**src/hw/rtl/dsaled_pkg.sv**
```systemverilog
// Shared types, constants and microcode program of the dual-sensor averaging block.
// No dependencies; used by dsaled_div and dual_sensor_average_led_drive_top.
package dsaled_pkg;

  localparam int SampleW  = 32;
  localparam int SumW     = 32;
  localparam int DataW    = 16;
  localparam int CountW   = 5;
  localparam int TickW    = 8;
  localparam int PcW      = 3;
  localparam int CfgIdxW  = 3;
  localparam int CfgDataW = 16;
  localparam int GainW    = 12;
  localparam int ProdW    = DataW + GainW;
  localparam int ScaleShift = 10;
  localparam int ScaledW  = ProdW - ScaleShift;
  localparam int NumColors = 3;
  localparam int NumLanes  = 2;
  localparam int DivSteps  = DataW;
  localparam int DivCntW   = $clog2(DivSteps + 1);

  localparam int MaxCount = 24;

  localparam logic [DataW-1:0]   FullScale  = 16'hFFFF;
  localparam logic [GainW-1:0]   TempGain   = 12'd2581;
  localparam logic [ScaledW-1:0] TempOffset = 18'd35288;
  localparam logic [TickW-1:0]   TickMax    = 8'd255;

  // Register indexes
  localparam logic [CfgIdxW-1:0] CfgChannelMode   = 3'd0;
  localparam logic [CfgIdxW-1:0] CfgReadoutSelect = 3'd1;
  localparam logic [CfgIdxW-1:0] CfgSampleCount   = 3'd2;
  localparam logic [CfgIdxW-1:0] CfgColorEnable   = 3'd3;
  localparam logic [CfgIdxW-1:0] CfgLightThresh   = 3'd4;
  localparam logic [CfgIdxW-1:0] CfgTempThresh    = 3'd5;

  // Reset values of the registers
  localparam logic [1:0]       RstChannelMode   = 2'd1;
  localparam logic             RstReadoutSelect = 1'b1;
  localparam logic [CountW-1:0] RstSampleCount  = 5'd0;
  localparam logic [2:0]       RstColorEnable   = 3'd0;
  localparam logic [DataW-1:0] RstLightThresh   = 16'd13351;
  localparam logic [DataW-1:0] RstTempThresh    = 16'd15000;

  localparam logic [1:0] ModeOff = 2'd0;
  localparam logic       ReadoutLight = 1'b0;

  // Microcode step addresses
  localparam logic [PcW-1:0] StepWait  = 3'd0;
  localparam logic [PcW-1:0] StepCheck = 3'd1;
  localparam logic [PcW-1:0] StepDiv   = 3'd2;
  localparam logic [PcW-1:0] StepStore = 3'd3;
  localparam logic [PcW-1:0] StepScale = 3'd4;
  localparam logic [PcW-1:0] StepLed   = 3'd5;
  localparam logic [PcW-1:0] StepEmit  = 3'd6;
  localparam logic [PcW-1:0] StepRet   = 3'd7;

  typedef enum logic [2:0] {
    OpNop     = 3'd0,
    OpAccum   = 3'd1,
    OpDivLoad = 3'd2,
    OpDivStep = 3'd3,
    OpStore   = 3'd4,
    OpScale   = 3'd5,
    OpLed     = 3'd6,
    OpEmit    = 3'd7
  } op_e;

  typedef enum logic [2:0] {
    CondNext     = 3'd0,
    CondGoto     = 3'd1,
    CondNoInput  = 3'd2,
    CondNoResult = 3'd3,
    CondDivMore  = 3'd4,
    CondOutBusy  = 3'd5
  } cond_e;

  typedef struct packed {
    op_e             op;
    cond_e           cond;
    logic [PcW-1:0]  target;
  } uword_t;

  typedef struct packed {
    logic load;
    logic step;
  } div_ctrl_t;

  // Control program: a true condition jumps to target, otherwise advance.
  function automatic uword_t ucode_rom(input logic [PcW-1:0] pc);
    uword_t w;
    w = '{op: OpNop, cond: CondGoto, target: StepWait};
    case (pc)
      StepWait:  w = '{op: OpAccum,   cond: CondNoInput,  target: StepWait};
      StepCheck: w = '{op: OpDivLoad, cond: CondNoResult, target: StepWait};
      StepDiv:   w = '{op: OpDivStep, cond: CondDivMore,  target: StepDiv};
      StepStore: w = '{op: OpStore,   cond: CondNext,     target: StepWait};
      StepScale: w = '{op: OpScale,   cond: CondNext,     target: StepWait};
      StepLed:   w = '{op: OpLed,     cond: CondNext,     target: StepWait};
      StepEmit:  w = '{op: OpEmit,    cond: CondOutBusy,  target: StepEmit};
      StepRet:   w = '{op: OpNop,     cond: CondGoto,     target: StepWait};
      default:   w = '{op: OpNop,     cond: CondGoto,     target: StepWait};
    endcase
    return w;
  endfunction

endpackage

```
**src/hw/rtl/dsaled_div.sv**
```systemverilog
// Two-lane restoring divider: 32-bit sums by a 5-bit count, one quotient bit per step.
// Depends on dsaled_pkg.
module dsaled_div (
  input  logic                                                 clk_i,
  input  logic                                                 rst_ni,
  input  dsaled_pkg::div_ctrl_t                                ctrl_i,
  input  logic [dsaled_pkg::CountW-1:0]                        divisor_i,
  input  logic [dsaled_pkg::NumLanes-1:0][dsaled_pkg::SumW-1:0] dividend_i,
  output logic [dsaled_pkg::NumLanes-1:0][dsaled_pkg::DataW-1:0] quotient_o,
  output logic                                                 last_o
);
  import dsaled_pkg::*;

  logic [DivCntW-1:0]                  cnt_q, cnt_d;
  logic [CountW-1:0]                   dvs_q;
  logic [NumLanes-1:0][CountW-1:0]     rem_q, rem_d;
  logic [NumLanes-1:0][DataW-1:0]      dq_q, dq_d;
  logic [NumLanes-1:0]                 sat_q, sat_d;

  always_comb begin
    logic [CountW:0] trial;
    logic            ge;
    trial = '0;
    ge    = 1'b0;
    cnt_d = cnt_q;
    rem_d = rem_q;
    dq_d  = dq_q;
    sat_d = sat_q;
    if (ctrl_i.load) begin
      cnt_d = DivCntW'(DivSteps);
      for (int l = 0; l < NumLanes; l++) begin
        // quotient overflows 16 bits when the upper half reaches the divisor
        sat_d[l] = (dividend_i[l][SumW-1:DataW] >= {11'd0, divisor_i});
        rem_d[l] = dividend_i[l][DataW+CountW-1:DataW];
        dq_d[l]  = dividend_i[l][DataW-1:0];
      end
    end else if (ctrl_i.step) begin
      cnt_d = cnt_q - 1'b1;
      for (int l = 0; l < NumLanes; l++) begin
        trial    = {rem_q[l], dq_q[l][DataW-1]};
        ge       = (trial >= {1'b0, dvs_q});
        rem_d[l] = ge ? CountW'(trial - {1'b0, dvs_q}) : trial[CountW-1:0];
        dq_d[l]  = {dq_q[l][DataW-2:0], ge};
      end
    end
  end

  always_ff @(posedge clk_i or negedge rst_ni) begin
    if (!rst_ni) begin
      cnt_q <= '0;
    end else begin
      cnt_q <= cnt_d;
    end
  end

  always_ff @(posedge clk_i) begin
    if (ctrl_i.load) begin
      dvs_q <= divisor_i;
    end
    rem_q <= rem_d;
    dq_q  <= dq_d;
    sat_q <= sat_d;
  end

  always_comb begin
    for (int l = 0; l < NumLanes; l++) begin
      quotient_o[l] = sat_q[l] ? FullScale : dq_q[l];
    end
  end

  assign last_o = (cnt_q == DivCntW'(1));

endmodule

```
**src/hw/rtl/dual_sensor_average_led_drive_top.sv**
```systemverilog
// Top level of the dual-sensor averaging block with LED compare drive.
// Depends on dsaled_pkg and dsaled_div.

// Each accepted item carries one light and one temperature sample. Samples are clamped to
// 0..65535 and added to 32-bit running sums for the channels that channel_mode enables.
// When the tick counter reaches sample_count (limited to MaxCount), both sums are divided
// by the count, the means and the three LED compare values are updated, and one result
// item is produced. Control is a microcode program of eight steps held in a constant table
// in the package; a step counter walks it and jumps on conditions. An item completing no
// average passes the accept and check steps; one that averages passes the divider, store,
// scale, LED, emit and return, plus any wait for the output register. The bit-serial
// restoring divider works both channels side by side, one quotient bit per cycle. A
// finished result sits in the output register, so the next item is taken while it waits.
// Configuration writes take effect at once and are meant only while the block is idle.
module dual_sensor_average_led_drive_top (
  input  logic                                 clk_i,
  input  logic                                 rst_ni,
  // configuration write port
  input  logic                                 cfg_we_i,
  input  logic [dsaled_pkg::CfgIdxW-1:0]       cfg_idx_i,
  input  logic [dsaled_pkg::CfgDataW-1:0]      cfg_data_i,
  // input items
  input  logic                                 in_valid_i,
  output logic                                 in_ready_o,
  input  logic signed [dsaled_pkg::SampleW-1:0] light_sample_i,
  input  logic signed [dsaled_pkg::SampleW-1:0] temp_sample_i,
  // result items
  output logic                                 out_valid_o,
  input  logic                                 out_ready_i,
  output logic [dsaled_pkg::DataW-1:0]         light_mean_o,
  output logic [dsaled_pkg::DataW-1:0]         temp_mean_out_o,
  output logic [dsaled_pkg::DataW-1:0]         red_compare_o,
  output logic [dsaled_pkg::DataW-1:0]         green_compare_o,
  output logic [dsaled_pkg::DataW-1:0]         blue_compare_o
);
  import dsaled_pkg::*;

  // Clamp a signed reading to 0..65535.
  function automatic logic [DataW-1:0] clamp_sample(input logic [SampleW-1:0] raw);
    logic [DataW-1:0] v;
    if (raw[SampleW-1]) begin
      v = '0;
    end else if (|raw[SampleW-2:DataW]) begin
      v = FullScale;
    end else begin
      v = raw[DataW-1:0];
    end
    return v;
  endfunction

  // Configuration registers
  logic [1:0]        mode_q;
  logic              readout_q;
  logic [CountW-1:0] count_cfg_q;
  logic [2:0]        color_en_q;
  logic [DataW-1:0]  light_th_q;
  logic [DataW-1:0]  temp_th_q;

  // Accumulation and result state
  logic [SumW-1:0]  light_sum_q, temp_sum_q;
  logic [TickW-1:0] tick_q;
  logic [DataW-1:0] light_avg_q, temp_avg_q;
  logic [NumColors-1:0][DataW-1:0] led_q;
  logic [ProdW-1:0] prod_q;

  // Sequencer
  logic [PcW-1:0] pc_q, pc_d;
  uword_t         uw;

  // Output register
  logic             out_valid_q;
  logic [DataW-1:0] out_light_q, out_temp_q;
  logic [NumColors-1:0][DataW-1:0] out_led_q;

  logic              mode_wr;
  logic              accept;
  logic              no_result;
  logic              out_busy;
  logic              emit_fire;
  logic [CountW-1:0] count;
  logic              div_last;
  div_ctrl_t         div_ctrl;
  logic [NumLanes-1:0][SumW-1:0]  div_dividend;
  logic [NumLanes-1:0][DataW-1:0] div_quot;

  assign uw = ucode_rom(pc_q);

  // Limit the configured count to MaxCount.
  assign count = ({3'd0, count_cfg_q} > TickW'(MaxCount)) ? CountW'(MaxCount) : count_cfg_q;

  assign in_ready_o = (uw.op == OpAccum);
  assign accept     = in_valid_i && in_ready_o;
  assign no_result  = (count == '0) || (tick_q < {3'd0, count});
  assign out_busy   = out_valid_q && !out_ready_i;
  assign emit_fire  = (uw.op == OpEmit) && !out_busy;
  assign mode_wr    = cfg_we_i && (cfg_idx_i == CfgChannelMode) &&
                      (cfg_data_i[1:0] != mode_q);

  // Step counter: jump when the control word's condition holds, else advance.
  always_comb begin
    pc_d = pc_q + 1'b1;
    case (uw.cond)
      CondNext:     pc_d = pc_q + 1'b1;
      CondGoto:     pc_d = uw.target;
      CondNoInput:  pc_d = !in_valid_i ? uw.target : pc_q + 1'b1;
      CondNoResult: pc_d = no_result ? uw.target : pc_q + 1'b1;
      CondDivMore:  pc_d = !div_last ? uw.target : pc_q + 1'b1;
      CondOutBusy:  pc_d = out_busy ? uw.target : pc_q + 1'b1;
      default:      pc_d = pc_q + 1'b1;
    endcase
  end

  always_ff @(posedge clk_i or negedge rst_ni) begin
    if (!rst_ni) begin
      pc_q <= StepWait;
    end else begin
      pc_q <= pc_d;
    end
  end

  // Configuration registers; an index beyond the list is dropped.
  always_ff @(posedge clk_i or negedge rst_ni) begin
    if (!rst_ni) begin
      mode_q      <= RstChannelMode;
      readout_q   <= RstReadoutSelect;
      count_cfg_q <= RstSampleCount;
      color_en_q  <= RstColorEnable;
      light_th_q  <= RstLightThresh;
      temp_th_q   <= RstTempThresh;
    end else if (cfg_we_i) begin
      case (cfg_idx_i)
        CfgChannelMode:   mode_q      <= cfg_data_i[1:0];
        CfgReadoutSelect: readout_q   <= cfg_data_i[0];
        CfgSampleCount:   count_cfg_q <= cfg_data_i[CountW-1:0];
        CfgColorEnable:   color_en_q  <= cfg_data_i[2:0];
        CfgLightThresh:   light_th_q  <= cfg_data_i;
        CfgTempThresh:    temp_th_q   <= cfg_data_i;
        default: ;
      endcase
    end
  end

  // Running sums and tick counter: clear on a mode change or once an average is taken,
  // add on each accepted item.
  always_ff @(posedge clk_i or negedge rst_ni) begin
    if (!rst_ni) begin
      light_sum_q <= '0;
      temp_sum_q  <= '0;
      tick_q      <= '0;
    end else if (mode_wr || (uw.op == OpLed)) begin
      light_sum_q <= '0;
      temp_sum_q  <= '0;
      tick_q      <= '0;
    end else if (accept) begin
      if (mode_q[0]) begin
        light_sum_q <= light_sum_q + {16'd0, clamp_sample(light_sample_i)};
      end
      if (mode_q[1]) begin
        temp_sum_q <= temp_sum_q + {16'd0, clamp_sample(temp_sample_i)};
      end
      if ((mode_q != ModeOff) && (tick_q != TickMax)) begin
        tick_q <= tick_q + 1'b1;
      end
    end
  end

  // Divider: load both sums at the check step, step through the loop.
  assign div_ctrl.load   = (uw.op == OpDivLoad);
  assign div_ctrl.step   = (uw.op == OpDivStep);
  assign div_dividend[0] = light_sum_q;
  assign div_dividend[1] = temp_sum_q;

  dsaled_div u_div (
    .clk_i      (clk_i),
    .rst_ni     (rst_ni),
    .ctrl_i     (div_ctrl),
    .divisor_i  (count),
    .dividend_i (div_dividend),
    .quotient_o (div_quot),
    .last_o     (div_last)
  );

  // Means: store only for the active channels; a mode change clears both.
  always_ff @(posedge clk_i or negedge rst_ni) begin
    if (!rst_ni) begin
      light_avg_q <= '0;
      temp_avg_q  <= '0;
    end else if (mode_wr) begin
      light_avg_q <= '0;
      temp_avg_q  <= '0;
    end else if (uw.op == OpStore) begin
      if (mode_q[0]) begin
        light_avg_q <= div_quot[0];
      end
      if (mode_q[1]) begin
        temp_avg_q <= div_quot[1];
      end
    end
  end

  // Temperature gain product, registered ahead of the offset and saturation.
  always_ff @(posedge clk_i) begin
    if (uw.op == OpScale) begin
      prod_q <= temp_avg_q * TempGain;
    end
  end

  // LED compares
  logic [ScaledW-1:0] scaled;
  logic [ScaledW-1:0] temp_diff;
  logic [DataW-1:0]   temp_drive;
  logic [DataW-1:0]   drive;
  logic               led_zero;
  logic               led_hold;

  always_comb begin
    scaled     = prod_q[ProdW-1:ScaleShift];
    temp_diff  = (scaled > TempOffset) ? (scaled - TempOffset) : '0;
    temp_drive = (|temp_diff[ScaledW-1:DataW]) ? FullScale : temp_diff[DataW-1:0];
    if (readout_q == ReadoutLight) begin
      led_zero = (light_avg_q < light_th_q);
      led_hold = 1'b0;
      drive    = ~light_avg_q;
    end else begin
      led_zero = (temp_avg_q < temp_th_q);
      led_hold = (temp_avg_q == temp_th_q);
      drive    = temp_drive;
    end
  end

  always_ff @(posedge clk_i or negedge rst_ni) begin
    if (!rst_ni) begin
      led_q <= '0;
    end else if ((uw.op == OpLed) && !led_hold) begin
      for (int c = 0; c < NumColors; c++) begin
        if (led_zero) begin
          led_q[c] <= '0;
        end else begin
          led_q[c] <= color_en_q[c] ? drive : FullScale;
        end
      end
    end
  end

  // Output register: hold the result until taken.
  always_ff @(posedge clk_i or negedge rst_ni) begin
    if (!rst_ni) begin
      out_valid_q <= 1'b0;
    end else if (emit_fire) begin
      out_valid_q <= 1'b1;
    end else if (out_ready_i) begin
      out_valid_q <= 1'b0;
    end
  end

  always_ff @(posedge clk_i) begin
    if (emit_fire) begin
      out_light_q <= light_avg_q;
      out_temp_q  <= temp_avg_q;
      out_led_q   <= led_q;
    end
  end

  assign out_valid_o     = out_valid_q;
  assign light_mean_o    = out_light_q;
  assign temp_mean_out_o = out_temp_q;
  assign red_compare_o   = out_led_q[0];
  assign green_compare_o = out_led_q[1];
  assign blue_compare_o  = out_led_q[2];

endmodule

```
**config.mk**
```make
export PLATFORM = sky130hd
export DESIGN_NAME = dual_sensor_average_led_drive_top
export DESIGN_NICKNAME = d
export VERILOG_FILES = /design/src/hw/rtl/dsaled_pkg.sv /design/src/hw/rtl/dsaled_div.sv /design/src/hw/rtl/dual_sensor_average_led_drive_top.sv
export SDC_FILE = /design/constraint.sdc
export NUM_CORES = 1
export LEC_CHECK = 0
export ABC_AREA = 0
export BUFFER_PORTS_ARGS = -buffer_cell sky130_fd_sc_hd__buf_2
export CAP_MARGIN = 10
export CORE_ASPECT_RATIO = 0.9
export CORE_MARGIN = 2
export CORE_UTILIZATION = 40
export CTS_CLUSTER_DIAMETER = 200
export DETAILED_ROUTE_END_ITERATION = 8
export HOLD_SLACK_MARGIN = 0.02
export PLACE_DENSITY = 0.64
export SYNTH_ARGS = -nofsm -noshare
export SYNTH_HDL_FRONTEND = slang
export SYNTH_SLANG_ARGS = --single-unit
```
**constraint.sdc**
```tcl
create_clock -name clk_i -period 5.85 [get_ports clk_i]
set_clock_uncertainty 0.2 [all_clocks]
set_input_delay 0 -clock clk_i [delete_from_list [all_inputs] [get_ports clk_i]]
set_output_delay 0 -clock clk_i [all_outputs]
set_load 0.01 [all_outputs]
```
Word level (Yosys, flattened, before mapping):

Memory sizes are Yosys's and may differ from the RTL's.
Cells that the tools add are included.
W data, S select, Z words.

* reduce and logical (&&, ||, !) cells: 38
* $mul: 1
* bitwise gates (word level): 1
* muxes and demuxes: 54
* add/sub/neg operators: 8
* order comparisons: 9
* equal/unequal tests: 21

Operator list (number)
* $mux W16: 26
* $mux W32: 8
* $add A32 B16 Y32: 2
* $ge A16 B5 Y1: 2
* $lt A16 B16 Y1: 2
* $reduce_or A15 Y1: 2
* $mul A16 B12 Y28 const B: 1
* $mux W5: 5
* $eq A3 B3 Y1 const B: 8
* $mux W8: 3
* $reduce_and A2 Y1: 11
* $mux W10: 2
* $reduce_bool A2 Y1: 10
* $eq A3 B2 Y1 const B: 6
* $gt A18 B16 Y1 const B: 1
* $mux W18: 1
* $sub A18 B16 Y18 const B: 1
* $eq A16 B16 Y1: 1
* $not A16 Y16: 1
* $pmux W3 S5: 1
* $ge A6 B5 Y1: 2
* $mux W3: 4
* $sub A5 B5 Y5: 2
* $eq A3 B1 Y1 const B: 3
* other kinds (15): 27

* output and inout port bits: 82
* flip-flop bits (word level): 361
* ROM bits: 64
* memories: 1

Memories
* (no name shown): words 8, bits a word 8, rd ports 1, clocked after Yosys merged registers in 0, wr ports 0, line dsaled_pkg.sv:93 `case (pc)`

Logic depth before layout (Yosys ltp):

Gate-level depths: netlist of the first run.

* depth in word-level cells: 10
* mapped depth: 16

By module:

Synthesis of the first run repeated with hierarchy kept, for this count alone.

* cell total of the unflattened synthesis: 1914
* area total of the unflattened synthesis: 20248.2 µm²

By module, submodules not included
* dual_sensor_average_led_drive_top: area an instance 17031.3 µm², cells each 1648, times used 1
* dsaled_div: area an instance 3216.8 µm², cells each 266, times used 1

Worst setup path after synthesis of the first run:

No wires, ideal clock.

* kind: register -> register
* from: register temp_avg_q[2]
* to: register prod_q[27] (data pin)
* period minus slack after synthesis: 4.871 ns
* buffers on the path: 0
* data arrival time: 4.411 ns
* required time: 5.390 ns
* slack: 0.979 ns
* stages on the path, launching flop included: 17
* path through: dfrtp_1 -> ha_1 -> ha_1 -> fa_1 -> fa_1 -> inv_1 -> fa_1 -> inv_1 -> ha_1 -> o21a_1 -> nor2_1 -> and3b_1 -> a221oi_1 -> o21ai_1 -> nor4_1 -> nor3_1 -> xnor2_1

* word-level cells in the longest chain between the ends: 1

RTL lines
* start, declared: line dual_sensor_average_led_drive_top.sv:62 `logic [DataW-1:0] light_avg_q, temp_avg_q;`
* start signal, assigned: line dual_sensor_average_led_drive_top.sv:196 `temp_avg_q <= div_quot[1];`
* $mul A16 B12 Y28: line dual_sensor_average_led_drive_top.sv:204 `prod_q <= temp_avg_q * TempGain;`
* end signal, assigned: line dual_sensor_average_led_drive_top.sv:204
* end, declared: line dual_sensor_average_led_drive_top.sv:64 `logic [ProdW-1:0] prod_q;`

No other way between the ends.
A chain may end at the register's enable or synchronous reset.

Final worst setup path of the first run:

Same ends and word-level chain as after synthesis.

==> impl_metrics.csv, run 1 <==
group,metric,value,unit
drt,detail_route.iter0.violations,1038,
clocking,post_cts_buffers,0,
clocking,cts.clk_slew.worst_paths,0.06,ns
synth,post-synth-top-area-cell,"sky130_fd_sc_hd__dfrtp_1",
worst_setup_path,worst_ep_arrival_time,5.32,ns
worst_setup_path,endpoint_kind,"flip-flop",
die,start_util,40.7,%
synth,synth.mux.area_fraction,1.75,%
worst_setup_path,required,5.94,ns
synth,syn_avg_cell_area,10.3,um^2
global_route,number_of_global_route_vias_before_repair,14900,
sta,final_max_slew_viol_count,0,
synth,synthDistinctLibCells,87,
die,core.rowCount,77,
synth,synth_simple_gate_area_share,15.2,%
sta,max-slew-margin-rel,22.9,%
worst_hold_path,worstHoldEndpoint,"light_sum_q[14]",
clocking,cts_hold_buf,94,
drt,dr.pass1.iters,7,
place,placement.cell_area,21600,um^2
synth,biggest_area_contributors_in_the_synthesized_netlist,"sky130_fd_sc_hd__dfrtp_1, sky130_fd_sc_hd__edfxtp_1, sky130_fd_sc_hd__ha_1",
synth,post_synth_most_frequent_cells,"sky130_fd_sc_hd__nor2_1, sky130_fd_sc_hd__nand2_1, sky130_fd_sc_hd__dfrtp_1, sky130_fd_sc_hd__ha_1, sky130_fd_sc_hd__edfxtp_1",
drt,drt-wirelength-per-cell,17.1,um
synth,synth_enable_flop_cells,147,
die,dieArea,52000,um^2
clocking,clk_root_buffer_cell,"sky130_fd_sc_hd__clkbuf_16",
global_route,grtUsageTotal,19.4,%
clocking,numCtsBuffers,39,
synth,syn_area,20100,um^2
sta,timing.final.crit_period,5.23,ns
worst_hold_path,worst_hold_path_type,"in -> reg",
clocking,resized_after_cts,0,
clocking,cts_tree,"yes",
synth,ys_seq_elements,351,
synth,synth_most_common_cell,"sky130_fd_sc_hd__nor2_1",
synth,instance_count_of_the_mapped_netlist,1959,
drt,detail-route-antenna-nets,0,
worst_setup_path,worst_r2r_path_depth,16,
die,die_height,217,um
final_layout,antennaDiodeCount,0,
sta,finalCritPeriodShare,89.4,%
drt,routed-via-count,15300,
clocking,worstSkewPairLatency,0.55,ns
sta,rsz0062_at_grt,"no",
synth,yosys.area_share.adder,14.4,%
die,placeableCoreArea,49300,um^2
synth,share_of_the_synthesized_netlist_area_taken_by_xor_and_xnor_gates,3.74,%
clocking,cts_h_tree_lvls,2,
synth,synth-compound-area-share,13.3,%
worst_setup_path,worstReg2RegStart,"temp_avg_q[2]",
final_layout,design.final.nets,2500,
global_route,grt-ovfl-total,0,
worst_hold_path,timing.hold.worst.start,"light_sample_i[14]",
worst_setup_path,timing.rr.end,"prod_q[27]",
flow_run,max_cap_violations,0,
final_layout,syn2layout_area_growth,18.1,%
final_layout,post_route_cells_drive_above_1_share,14.3,%
clocking,clock_tree.buffer_depth,3,
final_layout,layout.cell_area.non_filler,23700,um^2
worst_setup_path,timing.critical_path.fanout_max,6,
synth,post_synth_net_total,2258,
place,numPortBuffers,169,
synth,most_used_flip_flop_cell_after_synthesis,"sky130_fd_sc_hd__dfrtp_1",
place,globalplace.congestion,0.908,
global_route,number_of_antenna_violations_at_the_first_check_in_global_routing,0,
worst_setup_path,setup.worst_path.class,"reg -> reg",
sta,hold_violations,0,
outcome,status,"completed",
synth,synthesis.yosys.warnings,0,
synth,synthDominantCellAreaShare,23.4,%
sta,max_slew.worst_pin.slew,1.15,ns
worst_setup_path,rrSetupSlack,0.62,ns
global_route,wire_length_of_the_first_global_routing_pass,80400,um
final_layout,nFillCells,4579,
global_route,grt_max_degree,160,
clocking,clkSinkCount,351,
worst_hold_path,worst_hold_path.num_cells,7,
synth,synthArstFlopShare,58.1,%
die,design.portCount,170,
synth,dominant_combinational_cell_family_by_area_after_synthesis,"simple AND/OR/NAND/NOR gates",
drt,vias_per_cell,5.25,
sta,timing.final.setup_violations,0,
place,hpwl_after_dpl,37000,um
drt,drcViolationCount,0,
sta,max_freq,0.191,GHz
synth,synth_seq_area_share,47.5,%
drt,drt_wl_total,49800,um
sta,setup_total_negative_slack,0,ns
die,floorplan.die.width,240,um
worst_setup_path,critical_path.startpoint_type,"flip-flop",
area by class of cell:
cell class                 count  area [um^2]  share of cell area [%]
multi-input combinational   1399         9740                    41.1
sequential                   351         9540                    40.2
timing repair buffer         275         1920                    8.07
clock buffer                  52         1060                    4.45
tap                          671          840                    3.54
inverter                     135          507                    2.14
clock inverter                20          131                   0.554
worst max-delay path by stage:
stage,to,cells after the start,slack [ns],start
final,prod_q[27],16,0.62,temp_avg_q[2]
after global routing,prod_q[27],16,0.25,temp_avg_q[5]
after CTS,prod_q[27],16,0.59,temp_avg_q[5]
after detailed placement,prod_q[27],16,0.60,temp_avg_q[4]
after global placement,prod_q[27],16,0.66,temp_avg_q[2]
after floorplan,prod_q[27],16,0.98,temp_avg_q[2]
registers in the layout, indices dropped and copies added, names as in the netlist, 2 cells and up:
signal / cells
mode_q: 2
red_compare_o: 16
temp_th_q: 16
temp_avg_q: 16
count_cfg_q: 5
tick_q: 8
light_avg_q: 16
u_div.sat_q: 2
green_compare_o: 16
prod_q: 18
u_div.cnt_q: 5
blue_compare_o: 16
pc_q: 3
light_th_q: 16
u_div.dvs_q: 5
color_en_q: 3
temp_mean_out_o: 16
temp_sum_q: 32
u_div.rem_q: 10
led_q: 48
u_div.dq_q: 32
light_sum_q: 32
light_mean_o: 16
kinds of logic after synthesis:
logic type	Yosys count
xor gates and xnor gates	84
and+or+nand+nor	686
AOI/OAI and AO/OA	386
muxes	32
adders and majority gates	211
buffers and inverters	209
DFF	351
per-layer routing:
layer / GRT usage, % / vias up / routed length (um) / share of wire (%)
met5: 0 / - / 0 / 0
met4: 6.05 / 0 / 1330 / 2.7
met3: 2.67 / 79 / 2510 / 5.0
met2: 30.3 / 434 / 22100 / 44
met1: 27.8 / 7353 / 23800 / 48
li1: - / 7385 / - / -
layout by cell type (no fill, tap or decap), types with 24 or more instances in the layout:
| cell type | netlist | final |
|---|---|---|
| sky130_fd_sc_hd__dfrtp_1 | 188 | 188 |
| sky130_fd_sc_hd__mux2_2 | 25 | 25 |
| sky130_fd_sc_hd__a211oi_1 | 47 | 46 |
| sky130_fd_sc_hd__buf_2 | 5 | 168 |
| sky130_fd_sc_hd__ha_1 | 178 | 178 |
| sky130_fd_sc_hd__inv_1 | 135 | 134 |
| sky130_fd_sc_hd__nand3_1 | 27 | 27 |
| sky130_fd_sc_hd__dlygate4sd3_1 | 0 | 93 |
| sky130_fd_sc_hd__nand2_1 | 250 | 250 |
| sky130_fd_sc_hd__xnor2_1 | 54 | 54 |
| sky130_fd_sc_hd__a21oi_1 | 100 | 100 |
| sky130_fd_sc_hd__fa_1 | 33 | 33 |
| sky130_fd_sc_hd__nor2_1 | 258 | 257 |
| sky130_fd_sc_hd__a21o_1 | 24 | 24 |
| sky130_fd_sc_hd__xor2_1 | 28 | 28 |
| sky130_fd_sc_hd__a22o_1 | 53 | 53 |
| sky130_fd_sc_hd__nor3_1 | 27 | 26 |
| sky130_fd_sc_hd__edfxtp_1 | 147 | 147 |
| sky130_fd_sc_hd__clkbuf_16 | 0 | 40 |
| sky130_fd_sc_hd__o21ai_0 | 67 | 67 |
worst max-delay path: stages (launching register included):
cell and delay (ns):
sky130_fd_sc_hd__dfrtp_1 0.46, sky130_fd_sc_hd__ha_1 0.33, sky130_fd_sc_hd__ha_1 0.34, sky130_fd_sc_hd__fa_1 0.50, sky130_fd_sc_hd__fa_1 0.55, sky130_fd_sc_hd__inv_1 0.06
sky130_fd_sc_hd__fa_1 0.53, sky130_fd_sc_hd__inv_1 0.04, sky130_fd_sc_hd__ha_1 0.32, sky130_fd_sc_hd__o21a_1 0.19, sky130_fd_sc_hd__nor2_1 0.12, sky130_fd_sc_hd__and3b_1 0.19
sky130_fd_sc_hd__a221oi_1 0.48, sky130_fd_sc_hd__o21ai_1 0.22, sky130_fd_sc_hd__nor4_1 0.22, sky130_fd_sc_hd__nor3_1 0.11, sky130_fd_sc_hd__xnor2_1 0.13
through the flow:
step / utilization (%) / instances / hold slack [ns] / worst slack [ns]
finish: 48.1 / 2903 / 0.0166 / 0.619
CTS: 48.1 / 2903 / 0.0223 / 0.588
global route: 48.1 / 2903 / 0.0754 / 0.247
floorplan: - / 1959 / -0.496 / 0.979
global placement: 43.8 / 2737 / -0.230 / 0.657
detailed placement: 43.8 / 2737 / -0.238 / 0.599
Power of run 1 is not shown: default switching activity piles up to over one toggle a cycle in this logic, so the estimate is an artifact.
==> inputs of run 2 (changes only) <==
==> constraint.sdc (replaced) <==
create_clock -name clk_i -period 6.11 [get_ports clk_i]
set_clock_uncertainty 0.2 [all_clocks]
set_input_delay 0 -clock clk_i [delete_from_list [all_inputs] [get_ports clk_i]]
set_output_delay 0 -clock clk_i [all_outputs]
set_load 0.01 [all_outputs]
==> impl_metrics.csv, run 2 (synthesized netlist as in run 1, its figures left out) <==
group,metric,value,unit
outcome,status,"completed",
sta,final_max_slew_viol_count,0,
worst_setup_path,critical_path.startpoint_type,"flip-flop",
sta,rsz0062_at_grt,"no",
final_layout,design.final.nets,2494,
clocking,clkSinkCount,351,
final_layout,nFillCells,4548,
sta,timing.final.crit_period,5.24,ns
global_route,number_of_antenna_violations_at_the_first_check_in_global_routing,0,
worst_setup_path,required,6.20,ns
die,core.rowCount,77,
final_layout,largest_register_ffs,48,
clocking,cts.clk_slew.worst_paths,0.06,ns
worst_setup_path,timing.critical_path.fanout_max,6,
clocking,clock_tree.buffer_depth,3,
final_layout,antennaDiodeCount,0,
global_route,grt-ovfl-total,0,
final_layout,finished_core_util,48.2,%
worst_hold_path,worst_hold_path_type,"in -> reg",
die,floorplan.die.width,240,um
worst_setup_path,setup.worst_path.class,"reg -> reg",
global_route,grtUsageTotal,19.5,%
sta,max-slew-margin-rel,22.2,%
worst_setup_path,rrSetupSlack,0.87,ns
die,start_util,40.7,%
clocking,cts_tree,"yes",
die,dieArea,52000,um^2
drt,drt_wl_total,50400,um
drt,vias_per_cell,5.25,
worst_setup_path,timing.rr.end,"prod_q[27]",
drt,detail_route.iter0.violations,1062,
sta,hold_violations,0,
drt,routed-via-count,15200,
worst_hold_path,worst_hold_path.num_cells,6,
place,hpwl_after_dpl,37200,um
sta,setup_total_negative_slack,0,ns
die,design.portCount,170,
worst_setup_path,worstReg2RegStart,"temp_avg_q[2]",
flow_run,max_cap_violations,0,
clocking,clk_root_buffer_cell,"sky130_fd_sc_hd__clkbuf_16",
final_layout,layout.cell_area.non_filler,23800,um^2
global_route,number_of_global_route_vias_before_repair,14900,
clocking,resized_after_cts,0,
global_route,wire_length_of_the_first_global_routing_pass,81100,um
sta,max_slew.worst_pin.slew,1.16,ns
drt,dr.pass1.iters,8,
worst_setup_path,endpoint_kind,"flip-flop",
sta,finalCritPeriodShare,85.8,%
drt,detail-route-antenna-nets,0,
worst_hold_path,worstHoldEndpoint,"temp_sum_q[6]",
drt,drt-wirelength-per-cell,17.4,um
worst_setup_path,worst_r2r_path_depth,16,
worst_setup_path,critPathLaunch,"temp_avg_q[2]",
sta,timing.final.setup_violations,0,
place,globalplace.congestion,0.909,
clocking,post_cts_buffers,0,
drt,drcViolationCount,0,
worst_setup_path,worst_ep_arrival_time,5.33,ns
sta,fin_hold_ws,0.0307,ns
clocking,worstSkewPairLatency,0.54,ns
final_layout,post_route_cells_drive_above_1_share,14.5,%
global_route,grt_max_degree,89,
final_layout,most_frequent_standard_cell_in_the_layout_excluding_fill_and_tap_cells,"sky130_fd_sc_hd__nor2_1",
clocking,numCtsBuffers,39,
die,placeableCoreArea,49300,um^2
worst_hold_path,timing.hold.worst.start,"temp_sample_i[31]",
final_layout,syn2layout_area_growth,18.5,%
place,numPortBuffers,169,
clocking,cts_h_tree_lvls,2,
sta,max_freq,0.191,GHz
place,placement.cell_area,21600,um^2
final_layout,layout_common_cells,"sky130_fd_sc_hd__nor2_1, sky130_fd_sc_hd__nand2_1, sky130_fd_sc_hd__dfrtp_1",
die,die_height,217,um
final_layout,largest-register,"led_q",
==> run 2: worst max-delay path by stage <==
| stage | endpoint | slack, ns | cells after the start |
|---|---|---|---|
| after floorplan | prod_q[27] | 1.24 | 16 |
| after global placement | prod_q[27] | 0.92 | 16 |
| after detailed placement | prod_q[27] | 0.90 | 16 |
| after CTS | prod_q[27] | 0.89 | 16 |
| after global routing | prod_q[27] | 0.54 | 16 |
| final | prod_q[27] | 0.87 | 16 |
==> run 2: repair_timing <==
action / in CTS / in global routing
endpoints found under the setup margin: 0 / 0
hold buffers: 89 / 0
endpoints found under the hold margin: 170 / 0
==> run 2: area by class of cell <==
class                   count  area [um^2]  share of cell area (%)
flip-flops and latches    351         9540                    40.1
well taps                 671          840                    3.53
inverters                 135          507                    2.13
repair buffers            269         1850                    7.75
multi-input cells        1399         9740                    40.9
clock inverters            20          213                   0.894
clock buffers              52         1110                    4.68
==> run 2: worst max-delay path: stages, from the launching register on <==
cell and delay [ns]:
sky130_fd_sc_hd__dfrtp_1 0.46, sky130_fd_sc_hd__ha_1 0.32, sky130_fd_sc_hd__ha_1 0.34, sky130_fd_sc_hd__fa_1 0.50, sky130_fd_sc_hd__fa_1 0.55, sky130_fd_sc_hd__inv_1 0.06, sky130_fd_sc_hd__fa_1 0.53, sky130_fd_sc_hd__inv_1 0.04
sky130_fd_sc_hd__ha_1 0.33, sky130_fd_sc_hd__o21a_1 0.20, sky130_fd_sc_hd__nor2_1 0.13, sky130_fd_sc_hd__and3b_1 0.20, sky130_fd_sc_hd__a221oi_1 0.48, sky130_fd_sc_hd__o21ai_1 0.22, sky130_fd_sc_hd__nor4_1 0.22, sky130_fd_sc_hd__nor3_1 0.11
sky130_fd_sc_hd__xnor2_1 0.13
==> run 2: per-layer routing <==
| metal | wire [um] | GRT usage, % |
|---|---|---|
| met1 | 24300 | 28.4 |
| met2 | 22700 | 31.1 |
| met3 | 2410 | 2.32 |
| met4 | 969 | 4.58 |
| met5 | 0 | 0 |
==> run 2: stage by stage <==
stage | std cells | setup slack [ns]
after floorplan | 1959 | 1.24
after global routing | 2897 | 0.545
after CTS | 2897 | 0.886
after detailed placement | 2736 | 0.900
after global placement | 2736 | 0.915
final | 2897 | 0.865
Power of run 2 is left out for the same reason.
